**src/hw/rtl/tsc_pkg.sv**
```systemverilog
// Shared types and constants of the Tchebycheff scalarized comparator.
package tsc_pkg;

    // Stream payload layout
    localparam int IN_TDATA_W  = 104;
    localparam int OUT_TDATA_W = 72;
    localparam int VALUE_W     = 32;
    localparam int WEIGHT_W    = 16;
    localparam int SLOT_W      = 2;
    localparam int SCORE_W     = 32;
    localparam int CODE_W      = 2;

    // Quotient bits the divider produces; larger quotients saturate
    localparam int QUO_W       = 32;
    localparam int CNT_W       = 5;
    localparam logic [CNT_W-1:0] CNT_LAST_STEP = CNT_W'(QUO_W - 1);

    localparam logic [SCORE_W-1:0] SCORE_MAX = '1;

    // Item kinds carried in tuser
    localparam logic MODE_FRAME   = 1'b0;
    localparam logic MODE_COMPARE = 1'b1;

    // Register map
    localparam int ADDR_W = 3;
    localparam int DATA_W = 32;
    localparam logic [ADDR_W-3:0] REG_SHARE_FIRST_WEIGHTS = '0;

    typedef enum logic [3:0] {
        ST_IDLE,
        ST_FRAME_MM,
        ST_FRAME_SPAN,
        ST_CMP_PREP,
        ST_CMP_MUL,
        ST_CMP_DINIT,
        ST_CMP_DIV,
        ST_CMP_UPD,
        ST_EMIT
    } t_state;

    // Controller to datapath
    typedef struct packed {
        logic load_item;
        logic frame_mm;
        logic frame_span;
        logic cmp_prep;
        logic cmp_mul;
        logic div_init;
        logic div_step;
        logic cmp_upd;
        logic emit;
    } t_cmd;

    // Datapath to controller
    typedef struct packed {
        logic item_last;
        logic div_last;
        logic out_free;
    } t_status;

endpackage

```
**src/hw/rtl/tsc_ctrl.sv**
```systemverilog
// Sequencer that steps one item at a time through the datapath.
module tsc_ctrl (
    input  logic             i_clk,
    input  logic             i_rst_n,
    input  logic             i_in_valid,
    input  logic             i_in_mode,
    input  tsc_pkg::t_status i_status,
    output logic             o_in_ready,
    output tsc_pkg::t_cmd    o_cmd
);

    tsc_pkg::t_state r_state;
    tsc_pkg::t_state n_state;

    // State register
    always_ff @(posedge i_clk) begin
        if (!i_rst_n) begin
            r_state <= tsc_pkg::ST_IDLE;
        end else begin
            r_state <= n_state;
        end
    end

    // Next state
    always_comb begin
        n_state = r_state;
        case (r_state)
            tsc_pkg::ST_IDLE: begin
                if (i_in_valid) begin
                    n_state = (i_in_mode == tsc_pkg::MODE_COMPARE) ?
                              tsc_pkg::ST_CMP_PREP : tsc_pkg::ST_FRAME_MM;
                end
            end
            tsc_pkg::ST_FRAME_MM:   n_state = tsc_pkg::ST_FRAME_SPAN;
            tsc_pkg::ST_FRAME_SPAN: n_state = tsc_pkg::ST_IDLE;
            tsc_pkg::ST_CMP_PREP:   n_state = tsc_pkg::ST_CMP_MUL;
            tsc_pkg::ST_CMP_MUL:    n_state = tsc_pkg::ST_CMP_DINIT;
            tsc_pkg::ST_CMP_DINIT:  n_state = tsc_pkg::ST_CMP_DIV;
            tsc_pkg::ST_CMP_DIV: begin
                if (i_status.div_last) begin
                    n_state = tsc_pkg::ST_CMP_UPD;
                end
            end
            tsc_pkg::ST_CMP_UPD: begin
                n_state = i_status.item_last ? tsc_pkg::ST_EMIT : tsc_pkg::ST_IDLE;
            end
            tsc_pkg::ST_EMIT: begin
                if (i_status.out_free) begin
                    n_state = tsc_pkg::ST_IDLE;
                end
            end
            default: n_state = tsc_pkg::ST_IDLE;
        endcase
    end

    // Commands
    always_comb begin
        o_cmd      = '0;
        o_in_ready = 1'b0;
        case (r_state)
            tsc_pkg::ST_IDLE: begin
                o_in_ready      = 1'b1;
                o_cmd.load_item = i_in_valid;
            end
            tsc_pkg::ST_FRAME_MM:   o_cmd.frame_mm   = 1'b1;
            tsc_pkg::ST_FRAME_SPAN: o_cmd.frame_span = 1'b1;
            tsc_pkg::ST_CMP_PREP:   o_cmd.cmp_prep   = 1'b1;
            tsc_pkg::ST_CMP_MUL:    o_cmd.cmp_mul    = 1'b1;
            tsc_pkg::ST_CMP_DINIT:  o_cmd.div_init   = 1'b1;
            tsc_pkg::ST_CMP_DIV:    o_cmd.div_step   = 1'b1;
            tsc_pkg::ST_CMP_UPD:    o_cmd.cmp_upd    = 1'b1;
            tsc_pkg::ST_EMIT:       o_cmd.emit       = i_status.out_free;
            default: ;
        endcase
    end

endmodule

```
**src/hw/rtl/tsc_dp.sv**
```systemverilog
// Datapath: slot range store, two scoring lanes with serial dividers, result register.
module tsc_dp #(
    parameter int SLOT_COUNT = 4,
    parameter int VALUE_BITS = 32
) (
    input  logic                              i_clk,
    input  logic                              i_rst_n,
    input  tsc_pkg::t_cmd                     i_cmd,
    output tsc_pkg::t_status                  o_status,
    input  logic                              i_share_first_weights,
    input  logic                              i_new_frame,
    input  logic [tsc_pkg::SLOT_W-1:0]        i_slot,
    input  logic signed [tsc_pkg::VALUE_W-1:0] i_value_a,
    input  logic                              i_present_a,
    input  logic signed [tsc_pkg::VALUE_W-1:0] i_value_b,
    input  logic                              i_present_b,
    input  logic [tsc_pkg::WEIGHT_W-1:0]      i_weight_a,
    input  logic [tsc_pkg::WEIGHT_W-1:0]      i_weight_b,
    input  logic                              i_last,
    input  logic                              i_out_ready,
    output logic                              o_out_valid,
    output logic [tsc_pkg::CODE_W-1:0]        o_order_code,
    output logic [tsc_pkg::SCORE_W-1:0]       o_score_a,
    output logic [tsc_pkg::SCORE_W-1:0]       o_score_b,
    output logic                              o_infinite_a,
    output logic                              o_infinite_b
);

    localparam int IW = (SLOT_COUNT > 1) ? $clog2(SLOT_COUNT) : 1;
    // weight * 16 * diff
    localparam int MW = VALUE_BITS + tsc_pkg::WEIGHT_W;
    localparam int PW = MW + 4;
    localparam logic signed [VALUE_BITS-1:0] MIN_RESET = {1'b0, {(VALUE_BITS-1){1'b1}}};
    localparam logic signed [VALUE_BITS-1:0] MAX_RESET = {1'b1, {(VALUE_BITS-1){1'b0}}};

    // Captured item
    logic                               r_new_frame;
    logic [tsc_pkg::SLOT_W-1:0]         r_slot;
    logic signed [VALUE_BITS-1:0]       r_va;
    logic signed [VALUE_BITS-1:0]       r_vb;
    logic                               r_pa;
    logic                               r_pb;
    logic [tsc_pkg::WEIGHT_W-1:0]       r_wa;
    logic [tsc_pkg::WEIGHT_W-1:0]       r_wb;
    logic                               r_last;

    // Slot range store
    logic signed [VALUE_BITS-1:0]       r_min  [SLOT_COUNT];
    logic signed [VALUE_BITS-1:0]       r_max  [SLOT_COUNT];
    logic [VALUE_BITS-1:0]              r_span [SLOT_COUNT];

    // Scoring lanes
    logic [VALUE_BITS-1:0]              r_diff_a, r_diff_b;
    logic [tsc_pkg::WEIGHT_W-1:0]       r_wt_a, r_wt_b;
    logic                               r_zero_a, r_zero_b;
    logic [VALUE_BITS-1:0]              r_div_span;
    logic [PW-1:0]                      r_prod_a, r_prod_b;
    logic [VALUE_BITS-1:0]              r_rem_a, r_rem_b;
    logic [tsc_pkg::QUO_W-1:0]          r_low_a, r_low_b;
    logic                               r_sat_a, r_sat_b;
    logic [tsc_pkg::CNT_W-1:0]          r_cnt;

    // Running scores
    logic [tsc_pkg::SCORE_W-1:0]        r_run_a, r_run_b;
    logic                               r_uns_a, r_uns_b;

    // Result register
    logic                               r_out_valid;
    logic [tsc_pkg::CODE_W-1:0]         r_order_code;
    logic [tsc_pkg::SCORE_W-1:0]        r_score_a, r_score_b;
    logic                               r_inf_a, r_inf_b;

    logic                               w_slot_ok;
    logic [IW-1:0]                      w_idx;
    logic signed [VALUE_BITS-1:0]       w_cur_min, w_cur_max;
    logic [VALUE_BITS-1:0]              w_cur_span;
    logic signed [VALUE_BITS-1:0]       w_base_min, w_base_max, w_new_min, w_new_max;
    logic [tsc_pkg::WEIGHT_W-1:0]       w_wt_b;
    logic [MW-1:0]                      w_mul_a, w_mul_b;
    logic [VALUE_BITS-1:0]              w_hi_a, w_hi_b;
    logic [VALUE_BITS:0]                w_rem2_a, w_rem2_b, w_span_x;
    logic                               w_ge_a, w_ge_b;
    logic [tsc_pkg::SCORE_W-1:0]        w_term_a, w_term_b;
    logic [tsc_pkg::SCORE_W-1:0]        w_sa, w_sb;
    logic                               w_a_le_b, w_b_le_a;

    // Slot decode; out-of-range slots read entry zero and are masked
    assign w_slot_ok  = (int'(r_slot) < SLOT_COUNT);
    assign w_idx      = w_slot_ok ? IW'(r_slot) : '0;
    assign w_cur_min  = r_min[w_idx];
    assign w_cur_max  = r_max[w_idx];
    assign w_cur_span = r_span[w_idx];

    // Min/max update, from the reset values when a new frame opens
    assign w_base_min = r_new_frame ? MIN_RESET : w_cur_min;
    assign w_base_max = r_new_frame ? MAX_RESET : w_cur_max;
    assign w_new_min  = (r_va < w_base_min) ? r_va : w_base_min;
    assign w_new_max  = (r_va > w_base_max) ? r_va : w_base_max;

    assign w_wt_b  = i_share_first_weights ? r_wa : r_wb;

    // Weight times distance
    assign w_mul_a = MW'(r_diff_a) * MW'(r_wt_a);
    assign w_mul_b = MW'(r_diff_b) * MW'(r_wt_b);

    // Dividend bits above the quotient window
    assign w_hi_a  = VALUE_BITS'(r_prod_a[PW-1:tsc_pkg::QUO_W]);
    assign w_hi_b  = VALUE_BITS'(r_prod_b[PW-1:tsc_pkg::QUO_W]);

    // Restoring division step
    assign w_span_x = {1'b0, r_div_span};
    assign w_rem2_a = {r_rem_a, r_low_a[tsc_pkg::QUO_W-1]};
    assign w_rem2_b = {r_rem_b, r_low_b[tsc_pkg::QUO_W-1]};
    assign w_ge_a   = (w_rem2_a >= w_span_x);
    assign w_ge_b   = (w_rem2_b >= w_span_x);

    // Terms after division
    assign w_term_a = r_zero_a ? '0 : (r_sat_a ? tsc_pkg::SCORE_MAX : r_low_a);
    assign w_term_b = r_zero_b ? '0 : (r_sat_b ? tsc_pkg::SCORE_MAX : r_low_b);

    // Final scores and order; infinite equals infinite and exceeds finite
    assign w_sa     = r_uns_a ? tsc_pkg::SCORE_MAX : r_run_a;
    assign w_sb     = r_uns_b ? tsc_pkg::SCORE_MAX : r_run_b;
    assign w_a_le_b = r_uns_a ? r_uns_b : (r_uns_b || (w_sa <= w_sb));
    assign w_b_le_a = r_uns_b ? r_uns_a : (r_uns_a || (w_sb <= w_sa));

    // Capture the accepted item
    always_ff @(posedge i_clk) begin
        if (i_cmd.load_item) begin
            r_new_frame <= i_new_frame;
            r_slot      <= i_slot;
            r_va        <= VALUE_BITS'($unsigned(i_value_a));
            r_vb        <= VALUE_BITS'($unsigned(i_value_b));
            r_pa        <= i_present_a;
            r_pb        <= i_present_b;
            r_wa        <= i_weight_a;
            r_wb        <= i_weight_b;
            r_last      <= i_last;
        end
    end

    // Slot range store; a new frame clears every slot before the sample lands
    always_ff @(posedge i_clk) begin
        if (!i_rst_n) begin
            for (int i = 0; i < SLOT_COUNT; i++) begin
                r_min[i]  <= MIN_RESET;
                r_max[i]  <= MAX_RESET;
                r_span[i] <= '0;
            end
        end else if (i_cmd.frame_mm) begin
            for (int i = 0; i < SLOT_COUNT; i++) begin
                if (r_pa && w_slot_ok && (IW'(i) == w_idx)) begin
                    r_min[i] <= w_new_min;
                    r_max[i] <= w_new_max;
                end else if (r_new_frame) begin
                    r_min[i] <= MIN_RESET;
                    r_max[i] <= MAX_RESET;
                end
                if (r_new_frame) begin
                    r_span[i] <= '0;
                end
            end
        end else if (i_cmd.frame_span && r_pa && w_slot_ok) begin
            r_span[w_idx] <= VALUE_BITS'(w_cur_max - w_cur_min);
        end
    end

    // Lane setup, multiply, divide
    always_ff @(posedge i_clk) begin
        if (i_cmd.cmp_prep) begin
            r_diff_a   <= VALUE_BITS'(r_va - w_cur_min);
            r_diff_b   <= VALUE_BITS'(r_vb - w_cur_min);
            r_wt_a     <= r_wa;
            r_wt_b     <= w_wt_b;
            r_div_span <= w_cur_span;
            r_zero_a   <= !(r_pa && w_slot_ok && (w_cur_span != '0) &&
                            (r_va > w_cur_min) && (r_wa != '0));
            r_zero_b   <= !(r_pb && w_slot_ok && (w_cur_span != '0) &&
                            (r_vb > w_cur_min) && (w_wt_b != '0));
        end
        if (i_cmd.cmp_mul) begin
            r_prod_a <= {w_mul_a, 4'b0000};
            r_prod_b <= {w_mul_b, 4'b0000};
        end
        if (i_cmd.div_init) begin
            r_rem_a <= w_hi_a;
            r_rem_b <= w_hi_b;
            r_low_a <= r_prod_a[tsc_pkg::QUO_W-1:0];
            r_low_b <= r_prod_b[tsc_pkg::QUO_W-1:0];
            r_sat_a <= (w_hi_a >= r_div_span);
            r_sat_b <= (w_hi_b >= r_div_span);
            r_cnt   <= tsc_pkg::CNT_LAST_STEP;
        end else if (i_cmd.div_step) begin
            // Shift dividend bits out and quotient bits in
            r_rem_a <= w_ge_a ? VALUE_BITS'(w_rem2_a - w_span_x) : VALUE_BITS'(w_rem2_a);
            r_rem_b <= w_ge_b ? VALUE_BITS'(w_rem2_b - w_span_x) : VALUE_BITS'(w_rem2_b);
            r_low_a <= {r_low_a[tsc_pkg::QUO_W-2:0], w_ge_a};
            r_low_b <= {r_low_b[tsc_pkg::QUO_W-2:0], w_ge_b};
            r_cnt   <= r_cnt - 1'b1;
        end
    end

    // Running maxima and absence flags
    always_ff @(posedge i_clk) begin
        if (!i_rst_n) begin
            r_run_a <= '0;
            r_run_b <= '0;
            r_uns_a <= 1'b0;
            r_uns_b <= 1'b0;
        end else if (i_cmd.cmp_upd) begin
            if (w_term_a > r_run_a) begin
                r_run_a <= w_term_a;
            end
            if (w_term_b > r_run_b) begin
                r_run_b <= w_term_b;
            end
            r_uns_a <= r_uns_a | !r_pa;
            r_uns_b <= r_uns_b | !r_pb;
        end else if (i_cmd.emit) begin
            r_run_a <= '0;
            r_run_b <= '0;
            r_uns_a <= 1'b0;
            r_uns_b <= 1'b0;
        end
    end

    // Result register, held until the transfer
    always_ff @(posedge i_clk) begin
        if (!i_rst_n) begin
            r_out_valid <= 1'b0;
        end else if (i_cmd.emit) begin
            r_out_valid <= 1'b1;
        end else if (i_out_ready) begin
            r_out_valid <= 1'b0;
        end
    end

    always_ff @(posedge i_clk) begin
        if (i_cmd.emit) begin
            r_order_code <= {w_b_le_a, w_a_le_b};
            r_score_a    <= w_sa;
            r_score_b    <= w_sb;
            r_inf_a      <= r_uns_a;
            r_inf_b      <= r_uns_b;
        end
    end

    assign o_status.item_last = r_last;
    assign o_status.div_last  = (r_cnt == '0);
    assign o_status.out_free  = !r_out_valid || i_out_ready;

    assign o_out_valid  = r_out_valid;
    assign o_order_code = r_order_code;
    assign o_score_a    = r_score_a;
    assign o_score_b    = r_score_b;
    assign o_infinite_a = r_inf_a;
    assign o_infinite_b = r_inf_b;

endmodule

```
**src/hw/rtl/tchebycheff_scalarized_compare_top.sv**
```systemverilog
// Top level: stream and register ports around the sequencer and datapath.
// Items are taken one at a time; a frame item passes the min/max and span states,
// a compare item the prepare, multiply, divider-init, 32-step divide and update
// states, then emit with tlast, plus any wait for a held result to go. The result
// is registered and held until taken; the next item is taken meanwhile.
// Reset (synchronous, active low) clears slot store, scores, register, result valid.
module tchebycheff_scalarized_compare_top #(
    parameter int SLOT_COUNT = 4,
    parameter int VALUE_BITS = 32
) (
    input  logic                               i_clk,
    input  logic                               i_rst_n,
    input  logic                               s_axis_tvalid,
    output logic                               s_axis_tready,
    // new_frame, slot, value_a, present_a, value_b, present_b, weight_a,
    // weight_b, zero pad
    input  logic [tsc_pkg::IN_TDATA_W-1:0]     s_axis_tdata,
    input  logic                               s_axis_tlast,
    // mode
    input  logic                               s_axis_tuser,
    output logic                               m_axis_tvalid,
    input  logic                               m_axis_tready,
    // order_code, score_a, score_b, infinite_a, infinite_b, zero pad
    output logic [tsc_pkg::OUT_TDATA_W-1:0]    m_axis_tdata,
    input  logic                               psel,
    input  logic                               penable,
    input  logic                               pwrite,
    input  logic [tsc_pkg::ADDR_W-1:0]         paddr,
    input  logic [tsc_pkg::DATA_W-1:0]         pwdata,
    output logic [tsc_pkg::DATA_W-1:0]         prdata,
    output logic                               pready
);

    logic             r_share_first_weights;
    logic             w_sel_share;
    tsc_pkg::t_cmd    w_cmd;
    tsc_pkg::t_status w_status;
    logic [tsc_pkg::CODE_W-1:0]  w_order_code;
    logic [tsc_pkg::SCORE_W-1:0] w_score_a;
    logic [tsc_pkg::SCORE_W-1:0] w_score_b;
    logic             w_inf_a;
    logic             w_inf_b;

    // Register decode
    assign pready      = 1'b1;
    assign w_sel_share = (paddr[tsc_pkg::ADDR_W-1:2] == tsc_pkg::REG_SHARE_FIRST_WEIGHTS);
    assign prdata      = w_sel_share ? tsc_pkg::DATA_W'(r_share_first_weights) : '0;

    always_ff @(posedge i_clk) begin
        if (!i_rst_n) begin
            r_share_first_weights <= 1'b0;
        end else if (psel && penable && pwrite && pready && w_sel_share) begin
            r_share_first_weights <= pwdata[0];
        end
    end

    tsc_ctrl u_ctrl (
        .i_clk      (i_clk),
        .i_rst_n    (i_rst_n),
        .i_in_valid (s_axis_tvalid),
        .i_in_mode  (s_axis_tuser),
        .i_status   (w_status),
        .o_in_ready (s_axis_tready),
        .o_cmd      (w_cmd)
    );

    tsc_dp #(
        .SLOT_COUNT (SLOT_COUNT),
        .VALUE_BITS (VALUE_BITS)
    ) u_dp (
        .i_clk                 (i_clk),
        .i_rst_n               (i_rst_n),
        .i_cmd                 (w_cmd),
        .o_status              (w_status),
        .i_share_first_weights (r_share_first_weights),
        .i_new_frame           (s_axis_tdata[0]),
        .i_slot                (s_axis_tdata[2:1]),
        .i_value_a             (s_axis_tdata[34:3]),
        .i_present_a           (s_axis_tdata[35]),
        .i_value_b             (s_axis_tdata[67:36]),
        .i_present_b           (s_axis_tdata[68]),
        .i_weight_a            (s_axis_tdata[84:69]),
        .i_weight_b            (s_axis_tdata[100:85]),
        .i_last                (s_axis_tlast),
        .i_out_ready           (m_axis_tready),
        .o_out_valid           (m_axis_tvalid),
        .o_order_code          (w_order_code),
        .o_score_a             (w_score_a),
        .o_score_b             (w_score_b),
        .o_infinite_a          (w_inf_a),
        .o_infinite_b          (w_inf_b)
    );

    // Pack the result
    assign m_axis_tdata = {4'b0000, w_inf_b, w_inf_a, w_score_b, w_score_a, w_order_code};

endmodule

```
**config.mk**
```make
export PLATFORM = sky130hd
export DESIGN_NAME = tchebycheff_scalarized_compare_top
export DESIGN_NICKNAME = d
export VERILOG_FILES = /design/src/hw/rtl/tsc_pkg.sv /design/src/hw/rtl/tsc_ctrl.sv /design/src/hw/rtl/tsc_dp.sv /design/src/hw/rtl/tchebycheff_scalarized_compare_top.sv
export SDC_FILE = /design/constraint.sdc
export NUM_CORES = 2
export LEC_CHECK = 0
export BUFFER_PORTS_ARGS = -buffer_cell sky130_fd_sc_hd__buf_2
export CAP_MARGIN = 30
export CORE_MARGIN = 2
export CORE_UTILIZATION = 55
export CTS_CLUSTER_SIZE = 16
export DETAILED_ROUTE_END_ITERATION = 10
export PLACE_DENSITY = 0.76
export RECOVER_POWER = 100
export SYNTH_ARGS = -nofsm -noshare
export SYNTH_HDL_FRONTEND = slang
export SYNTH_SLANG_ARGS = --single-unit
```
**constraint.sdc**
```tcl
create_clock -name i_clk -period 7.9 [get_ports i_clk]
set_input_delay 1.58 -clock i_clk [delete_from_list [all_inputs] [get_ports i_clk]]
set_output_delay 1.58 -clock i_clk [all_outputs]
set_load 0.1 [all_outputs]
```
==> impl_metrics.ini <==
[timing]
rsz0062_at_grt = no
setup-violations-final = 0
worst_slew_margin_relative_to_its_limit_pct = -183
timing.clock.skew_ns = 0.0738
max_clock_freq_mhz = 130
worst_pin_slew_ns = 4.25
fin_setup_tns_ns = 0
period_needed_ns = 7.67
layout_worst_path_cycle_share_pct = 97.1
slew_violations = 1237
final_hold_violating_endpoints = 0
post-route-worst-setup-slack_ns = 0.229

[power]
power.clock.fraction_pct = 19.2
design_power_total_uw = 27300
power.static_leakage_uw = 0.0394
p_per_area_nw_per_um2 = 303
power.switching_fraction_pct = 41.5
share_seq_of_total_power_pct = 25.8
power_switching_uw = 11300
pwr-share-comb_pct = 55.0
p_int_uw = 16000
max-vdd-ir-drop_mv = 0.565

[yosys]
post_synth_mux_area_share_pct = 4.55
syn_inst = 8100
syn_area_per_cell_sq_um = 10.3
synth_enable_flop_cells = 886
synth_sequential_area_ratio_pct = 34.4
synth.lib_cells_used.distinct = 90
synthSimpleGateAreaFrac_pct = 14.9
asr_flop_ratio_synth_pct = 0
synth_top_family_by_area = adder cells
synth_register_bits = 989
post_synth_fa_ha_maj_area_fraction_pct = 29.2
yosys_warnings = 0
post_synth_xor_area_fraction_pct = 2.28
synth-compound-area-share_pct = 7.53
leading_register_cell_type_out_of_synthesis = edfxtp_1
synthesized_area_sq_um = 83300

[min_path]
min_path_cells = 2
holdCritPathClass = flop to flop
min_from = u_dp.r_prod_a[12]
holdPathEnd = u_dp.r_low_a[12]

[critical_path]
worst_setup_path_start_kind = flop
worstSetupEndpointType = flop
worst-r2r-cell-count = 24
worst-endpoint-required_ns = 8.36
critical_path_fanout_max = 10
reg2reg_slack_ns = 0.23
worstPathArrival_ns = 8.13
r2r_start = u_dp.r_diff_a[6]
critical_path_class = flop to flop
endpoint_of_the_most_critical_register_to_register_path = u_dp.r_prod_a[50]

[cells_and_area]
mostFrequentLayoutCell = nand2_1
fin_nets = 9778
sequential_cell_area_sq_um = 28700
area_delta_synth_final_pct = 8.06
layout.cells.most_common_list = nand2_1, inv_1, edfxtp_1
multi_input_area_sq_um = 48900
layout-drive-gt1-share_pct = 6.88
num-fill-cells = 12067

[detailed_routing]
detailroute.via_count = 59752
wire_per_inst_um = 21.3
drc = 0
drt_first_iter_violations = 5641
ant_nets = 0
routed_wl_um = 219000
drt-pass1-iter-count = 6
detail_route.vias_per_cell = 5.80

[clock_network]
cts_buffer_depth = 3
root_buffer = clkbuf_16
tritoncts = yes
insertion_delay_ns = 0.75
cts-buffers-inserted = 105
clk_transition_reported_paths_ns = 0.06
numClockSinks = 989
post_cts_hold_buffer_count = 0
cts-htree-levels = 3

[grt]
via_count_of_the_first_global_routing_pass = 61378
overall_routing_resource_usage_pct = 28.7
grt_antenna_before_repair = 4
grt_start_max_net_pins = 82
wire_length_of_the_first_global_routing_pass_um = 342000
grt_overflow_total = 0

[run_status]
violations = max-capacitance violations, max-slew violations
outcome = finished with violations

[die]
floorplan.initialDensity_pct = 55.5
num_io_pins = 255
core-area_sq_um = 150000
rows = 142
die_x_um = 393
floorplan.die.height_um = 393
dieArea_sq_um = 155000

[run]
drv.max_cap_violation_count = 27

[placement]
port_buffers = 182
dp_slack_ns = 0.447
place_congestion = 0.956
dpl.hpwl_um = 169000
how the worst max path moves through the flow:
stage	slack [ns]	endpoint	startpoint	cells after the start
after detailed placement	0.45	u_dp.r_prod_a[50]	u_dp.r_wt_a[4]	23
final	0.23	u_dp.r_prod_a[50]	u_dp.r_diff_a[6]	24
after global placement	0.49	u_dp.r_prod_b[49]	u_dp.r_wt_b[10]	22
after global routing	0.03	u_dp.r_prod_a[50]	u_dp.r_wt_a[4]	23
after floorplan	1.11	u_dp.r_diff_a[0]	u_ctrl.r_state[1]	3
after CTS	0.41	u_dp.r_prod_a[50]	u_dp.r_diff_a[6]	24
worst max-delay path: stages, from the launching register on:
cell,delay (ns)
edfxtp_1,0.76
nand2_1,0.16
fa_1,0.60
inv_1,0.08
fa_1,0.50
inv_1,0.05
fa_1,0.54
inv_1,0.05
fa_1,0.47
fa_1,0.50
inv_1,0.05
fa_1,0.47
inv_1,0.04
ha_1,0.33
and3_1,0.20
a221oi_1,0.29
o21ai_0,0.24
o21ba_1,0.28
a41o_1,0.35
o21a_1,0.26
o2111a_1,0.35
nor2_1,0.20
o21ai_1,0.15
a311oi_1,0.37
xnor2_1,0.10
power by group through the flow:
stage,logic (uW),clock network (uW),registers (uW)
final,15000,5220,7050
after global routing,16800,5470,7070
after CTS,14900,5280,7020
after detailed placement,14800,0,7130
after global placement,14400,0,7120
after floorplan,11300,0,6980
per-layer routing:
metal  GRT usage, %  wire, um  vias up
li1               -         -    26808
met1           38.1     87000    29690
met2           45.7     99900     2719
met3           4.95     19500      533
met4           14.3     12600        2
met5          0.319        70        -
cell families (layout without fill, tap and decap cells):
logic type,count (synthesis),after routing
buffers and inverters,1525,1672
AO/OA/AOI/OAI,968,968
multiplexers,248,248
flip-flops,989,989
adder cells (fa/ha/maj),1440,1440
XOR/XNOR,217,217
AND/OR/NAND/NOR,2711,2711
other,2,38
per-stage QoR:
| step | std cells | hold WS (ns) | cell area, sq um | utilization [%] |
|---|---|---|---|---|
| final | 10299 | 0.480 | 90000 | 60.0 |
| after global routing | 10297 | 0.493 | 90000 | 60.0 |
| after CTS | 10293 | 0.480 | 90400 | 60.2 |
| after detailed placement | 10095 | 0.471 | 86700 | 57.8 |
| after global placement | 10089 | 0.452 | 86600 | 57.7 |
| after floorplan | 8134 | 0.435 | 83400 | - |
sequential cells by signal, summed over array words and instances (netlist names), 48 cells and up, named ones only:
| signal | flops |
|---|---|
| u_dp.r_max | 128 |
| u_dp.r_min | 128 |
| u_dp.r_prod_a | 48 |
| u_dp.r_prod_b | 48 |
| u_dp.r_span | 128 |
synthesized netlist by cell type (20+ instances only):
library cell / n / area (sq um)
a211oi_1: 30 / 225
a21o_1: 206 / 1550
a21oi_1: 306 / 1530
a31oi_1: 26 / 163
and2_1: 451 / 2820
and3_1: 24 / 150
buf_4: 38 / 285
clkbuf_1: 323 / 1210
dfxtp_1: 103 / 2060
edfxtp_1: 886 / 26600
fa_1: 841 / 16800
ha_1: 599 / 7490
inv_1: 1140 / 4280
mux2_2: 85 / 957
mux2i_1: 67 / 671
mux4_2: 96 / 2160
nand2_1: 1148 / 4310
nand2b_1: 69 / 432
nand3_1: 92 / 460
nand4_1: 71 / 444
nor2_1: 614 / 2300
nor2b_1: 60 / 375
nor3_1: 40 / 200
nor4_1: 30 / 188
o211ai_1: 20 / 150
o21a_1: 43 / 323
o21ai_0: 166 / 831
o21bai_1: 27 / 203
or2_2: 44 / 275
or3_1: 41 / 257
xnor2_1: 146 / 1280
xor2_1: 71 / 622
final cells by class:
| class | count | area share, % |
|---|---|---|
| Antenna cell | 2 | 0.00556 |
| Inverter | 1140 | 4.76 |
| Clock inverter | 74 | 1.05 |
| Tap cell | 2016 | 2.80 |
| Multi-Input combinational cell | 5620 | 54.4 |
| Timing Repair Buffer | 334 | 2.18 |
| Clock buffer | 124 | 3.00 |
| Sequential cell | 989 | 31.8 |
what timing repair did:
item / CTS / global route
endpoints found under the setup margin: 0 / 1
setup buffers: 0 / 1
resized for setup: 0 / 1
(Power assumes the default switching activity.)
